**src/rtl/core/assert_macros.svh**
```systemverilog
`ifndef ASSERT_MACROS_SVH
`define ASSERT_MACROS_SVH

// Checks that the consequent holds in the same cycle as the antecedent.
`define ASSERT_SAME(label, ante, cons, msg) \
    label: assert property (@(posedge clk) disable iff (!rst_n) (ante) |-> (cons)) \
        else $error(msg);

// Checks that the consequent holds in the cycle after the antecedent.
`define ASSERT_NEXT(label, ante, cons, msg) \
    label: assert property (@(posedge clk) disable iff (!rst_n) (ante) |=> (cons)) \
        else $error(msg);

`endif

```
**src/rtl/core/mma_pkg.sv**
```systemverilog
`timescale 1ns / 1ps
`default_nettype none

package mma_pkg;

    localparam int DATA_BITS = 32;

    localparam logic [DATA_BITS-1:0] MODULUS_RESET     = 32'h7FFE_0001;
    localparam logic [DATA_BITS-1:0] NEG_INVERSE_RESET = 32'h7FFD_FFFF;
    localparam logic [DATA_BITS-1:0] R_SQUARED_RESET   = 32'h002F_FFE4;

    typedef enum logic [1:0] {
        CFG_MODULUS     = 2'd0,
        CFG_NEG_INVERSE = 2'd1,
        CFG_R_SQUARED   = 2'd2
    } cfg_idx_t;

    typedef enum logic [1:0] {
        MODE_TO_MONT   = 2'd0,
        MODE_FROM_MONT = 2'd1,
        MODE_MUL       = 2'd2,
        MODE_POW       = 2'd3
    } mode_t;

    typedef enum logic [2:0] {
        SRC_A_R2,
        SRC_A_ONE,
        SRC_A_B,
        SRC_R2_ONE,
        SRC_ACC_BASE,
        SRC_BASE_BASE
    } src_t;

    typedef enum logic [1:0] {
        PH_OPS,
        PH_M,
        PH_P
    } phase_t;

    typedef enum logic {
        DST_ACC,
        DST_BASE
    } dst_t;

    typedef enum logic [2:0] {
        ST_IDLE,
        ST_MUL_T,
        ST_MUL_M,
        ST_MUL_P,
        ST_RED,
        ST_OUT
    } ctrl_state_t;

    typedef enum logic [1:0] {
        STEP_SINGLE,
        STEP_INIT,
        STEP_ACC,
        STEP_SQR
    } step_t;

    typedef struct packed {
        logic   load;
        logic   mul_en;
        phase_t phase;
        src_t   src;
        logic   red_en;
        dst_t   dst;
        logic   exp_shift;
        logic   push;
    } dp_cmd_t;

    typedef struct packed {
        logic exp_zero;
        logic exp_lsb;
        logic exp_bit1;
        logic exp_rest_zero;
        logic out_full;
    } dp_status_t;

endpackage

`default_nettype wire

```
**src/rtl/core/mma_datapath.sv**
```systemverilog
`timescale 1ns / 1ps
`default_nettype none

`include "assert_macros.svh"

module mma_datapath
    import mma_pkg::*;
#(
    parameter int WORD_BITS = 32
)
(
    input  wire logic                 clk,
    input  wire logic                 rst_n,
    input  wire logic                 cfg_we,
    input  wire logic [1:0]           cfg_index,
    input  wire logic [DATA_BITS-1:0] cfg_data,
    input  wire logic [DATA_BITS-1:0] operand_a,
    input  wire logic [DATA_BITS-1:0] operand_b,
    input  wire dp_cmd_t              cmd,
    output dp_status_t                status,
    output logic [DATA_BITS-1:0]      result,
    output logic                      out_valid,
    input  wire logic                 out_ready
);

    localparam int W = WORD_BITS;

    logic [DATA_BITS-1:0] modulus_reg;
    logic [DATA_BITS-1:0] neg_inverse_reg;
    logic [DATA_BITS-1:0] r_squared_reg;

    logic [W-1:0]         base_reg, base_next;
    logic [W-1:0]         exp_reg, exp_next;
    logic [W-1:0]         acc_reg, acc_next;
    logic [2*W-1:0]       prod_reg, prod_next;
    logic [2*W-1:0]       t_reg, t_next;
    logic [DATA_BITS-1:0] out_reg, out_next;
    logic                 out_valid_reg, out_valid_next;

    logic [W-1:0]   p_w;
    logic [W-1:0]   ninv_w;
    logic [W-1:0]   r2_w;
    logic [W-1:0]   mul_a;
    logic [W-1:0]   mul_b;
    logic [2*W-1:0] mul_out;
    logic [W:0]     red_sum;
    logic [W+1:0]   red_diff;
    logic [W-1:0]   red_val;

    assign p_w    = modulus_reg[W-1:0];
    assign ninv_w = neg_inverse_reg[W-1:0];
    assign r2_w   = r_squared_reg[W-1:0];

    always_comb
    begin
        mul_a = base_reg;
        mul_b = base_reg;
        case (cmd.phase)
            PH_OPS:
            begin
                case (cmd.src)
                    SRC_A_R2:      begin mul_a = base_reg; mul_b = r2_w;     end
                    SRC_A_ONE:     begin mul_a = base_reg; mul_b = W'(1);    end
                    SRC_A_B:       begin mul_a = base_reg; mul_b = exp_reg;  end
                    SRC_R2_ONE:    begin mul_a = r2_w;     mul_b = W'(1);    end
                    SRC_ACC_BASE:  begin mul_a = acc_reg;  mul_b = base_reg; end
                    SRC_BASE_BASE: begin mul_a = base_reg; mul_b = base_reg; end
                    default:       begin mul_a = base_reg; mul_b = base_reg; end
                endcase
            end
            PH_M:
            begin
                mul_a = prod_reg[W-1:0];
                mul_b = ninv_w;
            end
            PH_P:
            begin
                mul_a = prod_reg[W-1:0];
                mul_b = p_w;
            end
            default:
            begin
                mul_a = base_reg;
                mul_b = base_reg;
            end
        endcase
    end

    assign mul_out = {{W{1'b0}}, mul_a} * {{W{1'b0}}, mul_b};

    // The low halves of T and m*p sum to zero or R, so the carry is set when T is
    // nonzero in its low half.
    assign red_sum  = {1'b0, t_reg[2*W-1:W]} + {1'b0, prod_reg[2*W-1:W]}
                    + {{W{1'b0}}, (t_reg[W-1:0] != '0)};
    assign red_diff = {1'b0, red_sum} - {2'b00, p_w};
    assign red_val  = red_diff[W+1] ? red_sum[W-1:0] : red_diff[W-1:0];

    always_comb
    begin
        base_next      = base_reg;
        exp_next       = exp_reg;
        acc_next       = acc_reg;
        prod_next      = prod_reg;
        t_next         = t_reg;
        out_next       = out_reg;
        out_valid_next = out_valid_reg;

        if (cmd.load)
        begin
            base_next = operand_a[W-1:0];
            exp_next  = operand_b[W-1:0];
        end
        if (cmd.mul_en)
        begin
            prod_next = mul_out;
            if (cmd.phase == PH_M)
            begin
                t_next = prod_reg;
            end
        end
        if (cmd.red_en)
        begin
            if (cmd.dst == DST_BASE)
            begin
                base_next = red_val;
            end
            else
            begin
                acc_next = red_val;
            end
        end
        if (cmd.exp_shift)
        begin
            exp_next = exp_reg >> 1;
        end
        if (cmd.push)
        begin
            out_next       = DATA_BITS'(acc_reg);
            out_valid_next = 1'b1;
        end
        else if (out_ready)
        begin
            out_valid_next = 1'b0;
        end
    end

    always_ff @(posedge clk or negedge rst_n)
    begin
        if (!rst_n)
        begin
            modulus_reg     <= MODULUS_RESET;
            neg_inverse_reg <= NEG_INVERSE_RESET;
            r_squared_reg   <= R_SQUARED_RESET;
            out_valid_reg   <= 1'b0;
        end
        else
        begin
            if (cfg_we)
            begin
                case (cfg_index)
                    CFG_MODULUS:     modulus_reg     <= cfg_data;
                    CFG_NEG_INVERSE: neg_inverse_reg <= cfg_data;
                    CFG_R_SQUARED:   r_squared_reg   <= cfg_data;
                    default:         ;
                endcase
            end
            out_valid_reg <= out_valid_next;
        end
    end

    always_ff @(posedge clk)
    begin
        base_reg <= base_next;
        exp_reg  <= exp_next;
        acc_reg  <= acc_next;
        prod_reg <= prod_next;
        t_reg    <= t_next;
        out_reg  <= out_next;
    end

    assign status.exp_zero      = (exp_reg == '0);
    assign status.exp_lsb       = exp_reg[0];
    assign status.exp_bit1      = exp_reg[1];
    assign status.exp_rest_zero = (exp_reg[W-1:1] == '0);
    assign status.out_full      = out_valid_reg && !out_ready;

    assign result    = out_reg;
    assign out_valid = out_valid_reg;

    `ASSERT_SAME(a_push_no_overwrite, cmd.push, !(out_valid_reg && !out_ready),
        "A new word overwrote an output word that was not yet taken.")
    `ASSERT_SAME(a_red_not_with_mul, cmd.red_en, !cmd.mul_en && !cmd.load,
        "Reduction overlapped a multiply or a load.")

endmodule

`default_nettype wire

```
**src/rtl/core/mma_ctrl.sv**
```systemverilog
`timescale 1ns / 1ps
`default_nettype none

`include "assert_macros.svh"

module mma_ctrl
    import mma_pkg::*;
(
    input  wire logic       clk,
    input  wire logic       rst_n,
    input  wire logic       in_valid,
    output logic            in_ready,
    input  wire logic [1:0] mode,
    input  wire dp_status_t status,
    output dp_cmd_t         cmd
);

    ctrl_state_t state_reg, state_next;
    step_t       step_reg, step_next;
    mode_t       mode_reg, mode_next;

    always_ff @(posedge clk or negedge rst_n)
    begin
        if (!rst_n)
        begin
            state_reg <= ST_IDLE;
            step_reg  <= STEP_SINGLE;
            mode_reg  <= MODE_TO_MONT;
        end
        else
        begin
            state_reg <= state_next;
            step_reg  <= step_next;
            mode_reg  <= mode_next;
        end
    end

    always_comb
    begin
        state_next    = state_reg;
        step_next     = step_reg;
        mode_next     = mode_reg;
        in_ready      = 1'b0;
        cmd.load      = 1'b0;
        cmd.mul_en    = 1'b0;
        cmd.phase     = PH_OPS;
        cmd.src       = SRC_A_R2;
        cmd.red_en    = 1'b0;
        cmd.dst       = DST_ACC;
        cmd.exp_shift = 1'b0;
        cmd.push      = 1'b0;

        case (state_reg)
            ST_IDLE:
            begin
                in_ready = 1'b1;
                if (in_valid)
                begin
                    cmd.load   = 1'b1;
                    mode_next  = mode_t'(mode);
                    step_next  = (mode_t'(mode) == MODE_POW) ? STEP_INIT : STEP_SINGLE;
                    state_next = ST_MUL_T;
                end
            end
            ST_MUL_T:
            begin
                cmd.mul_en = 1'b1;
                cmd.phase  = PH_OPS;
                case (step_reg)
                    STEP_SINGLE:
                    begin
                        case (mode_reg)
                            MODE_TO_MONT:   cmd.src = SRC_A_R2;
                            MODE_FROM_MONT: cmd.src = SRC_A_ONE;
                            default:        cmd.src = SRC_A_B;
                        endcase
                    end
                    STEP_INIT: cmd.src = SRC_R2_ONE;
                    STEP_ACC:  cmd.src = SRC_ACC_BASE;
                    default:   cmd.src = SRC_BASE_BASE;
                endcase
                state_next = ST_MUL_M;
            end
            ST_MUL_M:
            begin
                cmd.mul_en = 1'b1;
                cmd.phase  = PH_M;
                state_next = ST_MUL_P;
            end
            ST_MUL_P:
            begin
                cmd.mul_en = 1'b1;
                cmd.phase  = PH_P;
                state_next = ST_RED;
            end
            ST_RED:
            begin
                cmd.red_en = 1'b1;
                case (step_reg)
                    STEP_SINGLE:
                    begin
                        state_next = ST_OUT;
                    end
                    STEP_INIT:
                    begin
                        if (status.exp_zero)
                        begin
                            state_next = ST_OUT;
                        end
                        else
                        begin
                            step_next  = status.exp_lsb ? STEP_ACC : STEP_SQR;
                            state_next = ST_MUL_T;
                        end
                    end
                    STEP_ACC:
                    begin
                        // The square after the highest exponent bit is never used.
                        if (status.exp_rest_zero)
                        begin
                            state_next = ST_OUT;
                        end
                        else
                        begin
                            step_next  = STEP_SQR;
                            state_next = ST_MUL_T;
                        end
                    end
                    default:
                    begin
                        cmd.dst       = DST_BASE;
                        cmd.exp_shift = 1'b1;
                        if (status.exp_rest_zero)
                        begin
                            state_next = ST_OUT;
                        end
                        else
                        begin
                            step_next  = status.exp_bit1 ? STEP_ACC : STEP_SQR;
                            state_next = ST_MUL_T;
                        end
                    end
                endcase
            end
            ST_OUT:
            begin
                if (!status.out_full)
                begin
                    cmd.push   = 1'b1;
                    state_next = ST_IDLE;
                end
            end
            default:
            begin
                state_next = ST_IDLE;
            end
        endcase
    end

    `ASSERT_NEXT(a_accept_starts, in_valid && in_ready, state_reg == ST_MUL_T,
        "An accepted word did not start a product.")
    `ASSERT_NEXT(a_mul_t_to_m, state_reg == ST_MUL_T, state_reg == ST_MUL_M,
        "The product sequence skipped the reduction factor pass.")
    `ASSERT_NEXT(a_red_exit, state_reg == ST_RED,
        state_reg == ST_MUL_T || state_reg == ST_OUT,
        "The reduction step was followed by an unexpected state.")
    `ASSERT_SAME(a_shift_only_square, cmd.exp_shift, cmd.red_en && cmd.dst == DST_BASE,
        "The exponent shifted outside a squaring reduction.")

endmodule

`default_nettype wire

```
**src/rtl/core/montgomery_modular_arith_32.sv**
```systemverilog
`timescale 1ns / 1ps
`default_nettype none

// Montgomery arithmetic over a configured odd modulus with R = 2^WORD_BITS. Each input
// word selects conversion into Montgomery form, conversion out of it, a Montgomery
// product, or a power of a Montgomery base, and yields one output word. All work goes
// through one shared WORD_BITS by WORD_BITS multiplier: a Montgomery product takes three
// multiplier passes and one reduction step. Modes 0 to 2 use one product per word. Power
// uses one product to form the Montgomery one, then one product per set exponent bit and
// one squaring per exponent position below the highest set bit; a zero exponent needs
// only the first product. One word is worked on at a time, but a new word is accepted
// while the previous result still waits in the output register. Configuration writes
// must only happen while the block is idle.

module montgomery_modular_arith_32
    import mma_pkg::*;
#(
    parameter int WORD_BITS = 32
)
(
    input  wire logic        clk,
    input  wire logic        rst_n,
    input  wire logic        cfg_we,
    input  wire logic [1:0]  cfg_index,
    input  wire logic [31:0] cfg_data,
    input  wire logic        s_tvalid,
    output logic             s_tready,
    input  wire logic [71:0] s_tdata,   // mode [1:0], operand_a [33:2], operand_b [65:34]
    output logic             m_tvalid,
    input  wire logic        m_tready,
    output logic [31:0]      m_tdata    // result [31:0]
);

    dp_cmd_t    cmd;
    dp_status_t status;

    mma_ctrl u_ctrl (
        .clk      (clk),
        .rst_n    (rst_n),
        .in_valid (s_tvalid),
        .in_ready (s_tready),
        .mode     (s_tdata[1:0]),
        .status   (status),
        .cmd      (cmd)
    );

    mma_datapath #(
        .WORD_BITS (WORD_BITS)
    ) u_datapath (
        .clk       (clk),
        .rst_n     (rst_n),
        .cfg_we    (cfg_we),
        .cfg_index (cfg_index),
        .cfg_data  (cfg_data),
        .operand_a (s_tdata[33:2]),
        .operand_b (s_tdata[65:34]),
        .cmd       (cmd),
        .status    (status),
        .result    (m_tdata),
        .out_valid (m_tvalid),
        .out_ready (m_tready)
    );

endmodule

`default_nettype wire
```
**config.mk**
```make
export PLATFORM = sky130hd
export DESIGN_NAME = montgomery_modular_arith_32
export DESIGN_NICKNAME = d
export VERILOG_FILES = /design/src/rtl/core/mma_pkg.sv /design/src/rtl/core/mma_datapath.sv /design/src/rtl/core/mma_ctrl.sv /design/src/rtl/core/montgomery_modular_arith_32.sv
export VERILOG_INCLUDE_DIRS = /design/src /design/src/rtl/core
export SDC_FILE = /design/constraint.sdc
export NUM_CORES = 2
export LEC_CHECK = 0
export ABC_CLOCK_PERIOD_IN_PS = 17700
export BUFFER_PORTS_ARGS = -buffer_cell sky130_fd_sc_hd__buf_2
export CAP_MARGIN = 20
export CORE_ASPECT_RATIO = 1.1
export CORE_UTILIZATION = 60
export DETAILED_ROUTE_END_ITERATION = 7
export PLACE_DENSITY = 0.77
export RECOVER_POWER = 100
export SYNTH_ARGS = -nofsm -noshare
export SYNTH_HDL_FRONTEND = slang
export SYNTH_SLANG_ARGS = --single-unit
```
**constraint.sdc**
```tcl
create_clock -name clk -period 17.7 [get_ports clk]
set_input_delay 0.885 -clock clk [delete_from_list [all_inputs] [get_ports clk]]
set_output_delay 0.885 -clock clk [all_outputs]
set_load 0.01 [all_outputs]
```
### Word level (Yosys, flattened, before mapping)

Index checks and enable logic that the tools add are counted.

* add/sub/neg operators: 3
* multiply operators: 1
* eq/ne operators: 23
* multiplexer cells: 38
* bitwise operators: 1
* reduce and logical (&&, ||, !) cells: 25

Operator list (count)
* one-hot mux 32 bit (3 select lines): 2
* two-way mux 32 bit: 4
* one-hot mux 32 bit (2 select lines): 2
* multiplier 32 x 32 -> 64 bit: 1
* two-way mux 31 bit: 2
* subtractor 33 x 32 -> 34 bit: 1
* adder 32 x 32 -> 33 bit: 1
* adder 33 x 1 -> 33 bit: 1
* logical NOT 32 bit: 1
* nonzero test 32 bit: 1
* logical NOT 31 bit: 1
* two-way mux 3 bit: 6
* one-hot mux 3 bit (3 select lines): 2
* one-hot mux 3 bit (6 select lines): 1
* AND reduction 2 bit: 7
* == test 3 x 2 -> 1 bit (second input constant): 4
* two-way mux 1 bit: 10
* two-way mux 2 bit: 5
* == test 3 bit (second input constant): 3
* != test 3 bit (second input constant): 3
* == test 2 x 1 -> 1 bit (second input constant): 4
* == test 2 bit (second input constant): 4
* logical NOT 2 bit: 4
* one-hot mux 2 bit (2 select lines): 2
* 12 further kinds: 19

* flip-flop bits (word level): 360
* input bits: 111
* output and inout bits: 34
* word-level logic and storage cells: 105

### Longest topological paths before layout

* depth after elaboration: 9
* mapped depth: 43
* gate-level depth less buffers: 39

### By module

From an unflattened synthesis, not the netlist that was laid out.

* cell total of the unflattened synthesis: 5470
* area, all modules: 51693.3 um^2

Modules (own cells, without submodules)
* mma_datapath: instances 1, cells each 5408, area each 51100.3 um^2, seq. area each 9862.0 um^2
* mma_ctrl: instances 1, cells each 62, area each 593.1 um^2, seq. area each 175.2 um^2

### Worst setup path before layout

Ideal clock, no wire load.

* path kind: reg-to-reg
* start: reg u_ctrl.state_reg[2]
* end: reg u_datapath.prod_reg[62], data pin
* setup time: 0.277 ns
* data arrival time: 9.206 ns
* required time: 17.423 ns
* setup slack: 8.216 ns
* cell stages (with the launch flop): 38
* buffers on the path: 7
* clock period less this slack: 9.484 ns
* cells stage by stage: dfrtp_1 -> clkbuf_1 -> nand3b_1 -> inv_1 -> ha_1 -> clkbuf_1 -> clkbuf_1 -> buf_1 -> clkbuf_1 -> nand2_1 -> nand2_1 -> clkbuf_1 -> nor2_1 -> fa_1 -> inv_1 -> fa_1 -> inv_1 -> fa_1 -> [... 2 more ...] -> inv_1 -> fa_1 -> fa_1 -> fa_1 -> inv_1 -> fa_1 -> inv_1 -> ha_1 -> clkbuf_1 -> and3_1 -> and3_1 -> o311ai_0 -> a21oi_1 -> a311o_1 -> o211ai_1 -> o21bai_1 -> a31oi_1 -> o311ai_0

* longest elaborated chain between the ends: 7
* elaborated cells between the ends (all ways): 20
* classes of those cells: 1 x mul; 9 x eq/ne; 6 x mux; 4 x reduce/logical

RTL lines
* from (decl): line mma_ctrl.sv:18 `ctrl_state_t state_reg, state_next;`
* from (signal assigned): line mma_ctrl.sv:32 `state_reg <= state_next;`
* == test 3 x 1 -> 1 bit: line mma_ctrl.sv:53 `case (state_reg)`
* two-way mux 3 bit: line mma_ctrl.sv:53
* == test 3 x 1 -> 1 bit / == test 3 x 2 -> 1 bit (equally long branches): line mma_datapath.sv:61 `case (cmd.src)`
* OR reduction 2 bit (no source line)
* one-hot mux 32 bit (3 select lines): line mma_datapath.sv:61
* one-hot mux 32 bit (3 select lines): line mma_datapath.sv:58 `case (cmd.phase)`
* multiplier 32 x 32 -> 64 bit (*): line mma_datapath.sv:89 `assign mul_out = {{W{1'b0}}, mul_a} * {{W{1'b0}}, mul_b};`
* via u_datapath.mul_out[62]: line mma_datapath.sv:45 `logic [2*W-1:0] mul_out;`
* to (signal assigned): line mma_datapath.sv:176 `prod_reg <= prod_next;`
* to (decl): line mma_datapath.sv:35 `logic [2*W-1:0] prod_reg, prod_next;`

The timed path passes the listed nets; every way through them passes the cells marked *.
A chain may end at the register's enable or synchronous reset.

### Worst setup path in the final report

* start: reg u_ctrl.state_reg[0]
* end: reg u_datapath.prod_reg[48], data pin

Same word-level chain as after synthesis.

==> implementation parameters <==
Parameter                              Value

Outcome
  Run status ... complete, but fails checks
  Violated checks ... capacitance limit, slew limit

Setup path
  Type of the worst setup path ... reg -> reg
  Nature of the critical path startpoint ... flop
  Data required time of the worst path ... 18.04 ns
  RR Startpoint ... u_ctrl.state_reg[0]$_DFFE_PN0P_
  Critical path launch point ... u_ctrl.state_reg[0]$_DFFE_PN0P_
  Largest fanout on the critical path ... 33
  Endpoint arrival time on the critical path ... 14.98 ns
  Slowest CP cell ... sky130_fd_sc_hd__clkbuf_1
  CP top delay family ... buffers and inverters
  Crit path buffers/inverters ... 10
  Dominant cell type by count on the critical path ... sky130_fd_sc_hd__fa_1
  Delay contributed by the slowest stage of the critical path ... 1.50 ns
  Endpoint kind of the worst setup timing path ... flop

Logic synthesis
  Largest cells by area after synthesis ... sky130_fd_sc_hd__fa_1, sky130_fd_sc_hd__edfxtp_1, sky130_fd_sc_hd__ha_1
  Top cell type by total area after synthesis ... sky130_fd_sc_hd__fa_1
  Mean instance size in the synthesized netlist ... 9.33 sq um
  Cell count after synthesis ... 5,494
  Yosys reg bits ... 360
  Post-Synthesis Net Count ... 6,841
  Prevailing post-synth register cell ... sky130_fd_sc_hd__edfxtp_1
  Count of warnings emitted by yosys ... 0
  Portion of the post-synthesis area used by sequential elements ... 19.6%
  Share of synthesized registers carrying an async set or reset ... 28.9%
  Count of flip-flops with a built-in enable after synthesis ... 223
  Synth Cell Area ... 51,300 sq um
  Number of unique standard cell types used by synthesis ... 81
  Area fraction of the dominant cell type after synthesis ... 35.1%

Clocking
  Number of hold buffers added after cts ... 0
  Number of buffers added for setup after CTS ... 0
  CTS tree ... built
  Clk slew on worst S/H paths ... 0.06 ns
  Clock buffers created by TritonCTS ... 37
  Bufs on Longest Clock Path ... 3
  Clk_lat worst skew ... 0.56 ns
  Clock sink count ... 360
  Number of gates resized after CTS ... 0
  H-tree depth ... 2
  Clock tree root driver cell ... sky130_fd_sc_hd__clkbuf_16

STA
  Final-report setup violation count ... 0
  Fmax ... 0.0683 GHz
  TNS Setup ... 0 ns
  Clk_skew ... 0.0256 ns
  Pins Over Slew Limit ... 686
  Slew @ Worst Pin ... 3.89 ns
  Minimum period implied by the final worst setup slack ... 14.65 ns
  PnR worst setup slack ... 3.05 ns
  Worst slew margin ... -160%
  Number of failing hold endpoints at the final stage ... 0
  Share of the cycle needed by the critical path after routing ... 82.7%
  RSZ-0062 raised after global routing ... false

Min path
  Start point of the worst hold path ... u_datapath.prod_reg[51]$_DFFE_PP_
  Classification of the worst-slack hold path ... reg -> reg

Global route
  Antenna violations before repair ... 8
  Via count of the first global-routing pass ... 41,800
  GR Util All Layers ... 40.0%
  Global-route wire length before repair ... 254 mm
  Global route overflow ... 0
  Maximum number of pins on one net before global-route repair ... 78

Detailed routing
  Vias per inst ... 6.15
  Average routed wire per standard cell ... 25.2 um
  Number of design-rule violations left by the first detailed-router iteration ... 4,207
  Top layer reached by signal wires ... met5
  Met3 wirelength from detailed routing ... 20.4 mm
  Total detailed-routing wirelength ... 168 mm
  Number of iterations in the first detailed-routing pass ... 6
  Number of routed nets with antenna violations ... 0
  Met2 Wirelength ... 73.8 mm
  DRC violation count after routing ... 0
  Wl on met1 ... 59.9 mm
  Vias post-DR ... 40,900

Place
  Global placement routability congestion ... 1.06
  Worst slack at placement ... 6.20 ns
  I/O Buffers ... 138
  DP HPWL ... 132 mm

Layout
  Layout Nets ... 6,830
  Fraction of layout instances using a drive strength above 1 ... 8.25%
  Area growth from synthesis to layout ... 5.40%

Floorplanning
  Area of the die ... 86,600 sq um
  Effective utilization at floorplan ... 60.5%
  Area of the placeable core ... 84,800 sq um
  Cell row count ... 112
  Die Span X ... 281 um
  Die span in y ... 309 um
  Top-level port count ... 145

Flow run
  Number of max-cap violations ... 16
[logic make-up (layout without fill, tap and decap cells)]
logic type	after synthesis	in the layout	share of synthesized area [%]
AND/OR/NAND/NOR	1719	1719	13.9
other	0	8	0
adder cells (fa/ha/maj)	1236	1236	43.3
flip-flops	360	360	19.6
buffers and inverters	1271	1289	9.58
AO/OA/AOI/OAI	669	669	8.70
XOR/XNOR	112	112	1.91
multiplexers	127	127	2.97
[cells in the final DEF, fill, tap and decap left out, drive strengths merged, types with 37 or more instances in the layout]
| cell type | netlist | final |
|---|---|---|
| a21o | 76 | 76 |
| mux2 | 124 | 124 |
| xor2 | 37 | 37 |
| edfxtp | 223 | 223 |
| buf | 99 | 188 |
| inv | 979 | 986 |
| ha | 337 | 337 |
| nand2 | 754 | 754 |
| a22oi | 40 | 40 |
| a221o | 37 | 37 |
| nor2 | 681 | 681 |
| and2 | 49 | 49 |
| dfrtp | 42 | 42 |
| fa | 899 | 899 |
| clkbuf | 193 | 97 |
| nand2b | 38 | 38 |
| dfstp | 62 | 62 |
| a21oi | 201 | 201 |
| xnor2 | 75 | 75 |
| o21ai | 120 | 120 |
[synth_stat cells, types with 21 or more instances]
| cell | n |
|---|---|
| sky130_fd_sc_hd__nand3_1 | 36 |
| sky130_fd_sc_hd__clkbuf_1 | 193 |
| sky130_fd_sc_hd__nand4_1 | 23 |
| sky130_fd_sc_hd__a21o_1 | 76 |
| sky130_fd_sc_hd__xnor2_1 | 75 |
| sky130_fd_sc_hd__fa_1 | 899 |
| sky130_fd_sc_hd__dfstp_2 | 62 |
| sky130_fd_sc_hd__nand2_1 | 754 |
| sky130_fd_sc_hd__a22oi_1 | 40 |
| sky130_fd_sc_hd__dfxtp_1 | 33 |
| sky130_fd_sc_hd__inv_1 | 979 |
| sky130_fd_sc_hd__a221oi_1 | 32 |
| sky130_fd_sc_hd__or2_2 | 22 |
| sky130_fd_sc_hd__a221o_1 | 37 |
| sky130_fd_sc_hd__nor2b_1 | 33 |
| sky130_fd_sc_hd__xor2_1 | 37 |
| sky130_fd_sc_hd__and2_1 | 37 |
| sky130_fd_sc_hd__buf_2 | 85 |
| sky130_fd_sc_hd__ha_1 | 337 |
| sky130_fd_sc_hd__nor2_1 | 681 |
| sky130_fd_sc_hd__a21oi_1 | 199 |
| sky130_fd_sc_hd__mux2_2 | 98 |
| sky130_fd_sc_hd__mux2_4 | 26 |
| sky130_fd_sc_hd__nand2b_1 | 38 |
| sky130_fd_sc_hd__o21ai_0 | 116 |
| sky130_fd_sc_hd__and3_1 | 22 |
| sky130_fd_sc_hd__dfrtp_1 | 42 |
| sky130_fd_sc_hd__a211oi_1 | 21 |
| sky130_fd_sc_hd__edfxtp_1 | 223 |
| sky130_fd_sc_hd__o21bai_1 | 22 |
[per-layer routing]
metal  GRT usage (%)  vias up
li1                -    17200
met1            51.5    20400
met2            60.4     2643
met3            10.3      687
met4            25.5        2
met5               0        -
[path summary, 6_finish.rpt]
| check | to | slack [ns] | cells after the start |
|---|---|---|---|
| max in group asynchronous | u_ctrl.state_reg[1]$_DFFE_PN0P_ | 12.24 | 2 |
| worst max register to register | u_datapath.prod_reg[48]$_DFFE_PP_ | 3.05 | 37 |
| worst max-delay path | u_datapath.prod_reg[48]$_DFFE_PP_ | 3.05 | 37 |
| min in group asynchronous | u_datapath.r2_w[24]$_DFFE_PN0P_ | 0.89 | 1 |
| worst min register to register | u_datapath.t_reg[51]$_DFFE_PP_ | 0.46 | 0 |
| worst min-delay path | u_datapath.t_reg[51]$_DFFE_PP_ | 0.46 | 0 |
[per-stage QoR]
| stage | util, % | area [sq um] | hold slack [ns] | cells |
|---|---|---|---|---|
| detailed placement | 62.5 | 53000 | 0.442 | 6581 |
| CTS | 64.0 | 54200 | 0.291 | 6649 |
| floorplan | - | 51300 | 0.426 | 5494 |
| global placement | 62.5 | 53000 | 0.434 | 6580 |
| finish | 63.7 | 54000 | 0.455 | 6660 |
| global route | 63.7 | 54000 | 0.456 | 6656 |
[worst reg2reg max path: cells and delay by family (launching register included)]
family	cells	cell delay [ns]
simple gates	6	1.33
buf+inv	10	4.82
flops	1	0.49
compound gates	11	3.49
xor+xnor	1	0.34
fa+ha+maj	9	3.97
[layout make-up]
| type | count | area [sq um] |
|---|---|---|
| Antenna cell | 8 | 20.0 |
| Clock inverter | 25 | 268 |
| Fill cell | 6931 | 30700 |
| Sequential cell | 360 | 10000 |
| Timing Repair Buffer | 242 | 1370 |
| Multi-Input combinational cell | 3863 | 36300 |
| Clock buffer | 43 | 980 |
| Tap cell | 1140 | 1430 |
| Inverter | 979 | 3670 |
Power is not shown: default switching activity piles up to over one toggle a cycle in this logic, so the estimate is an artifact.
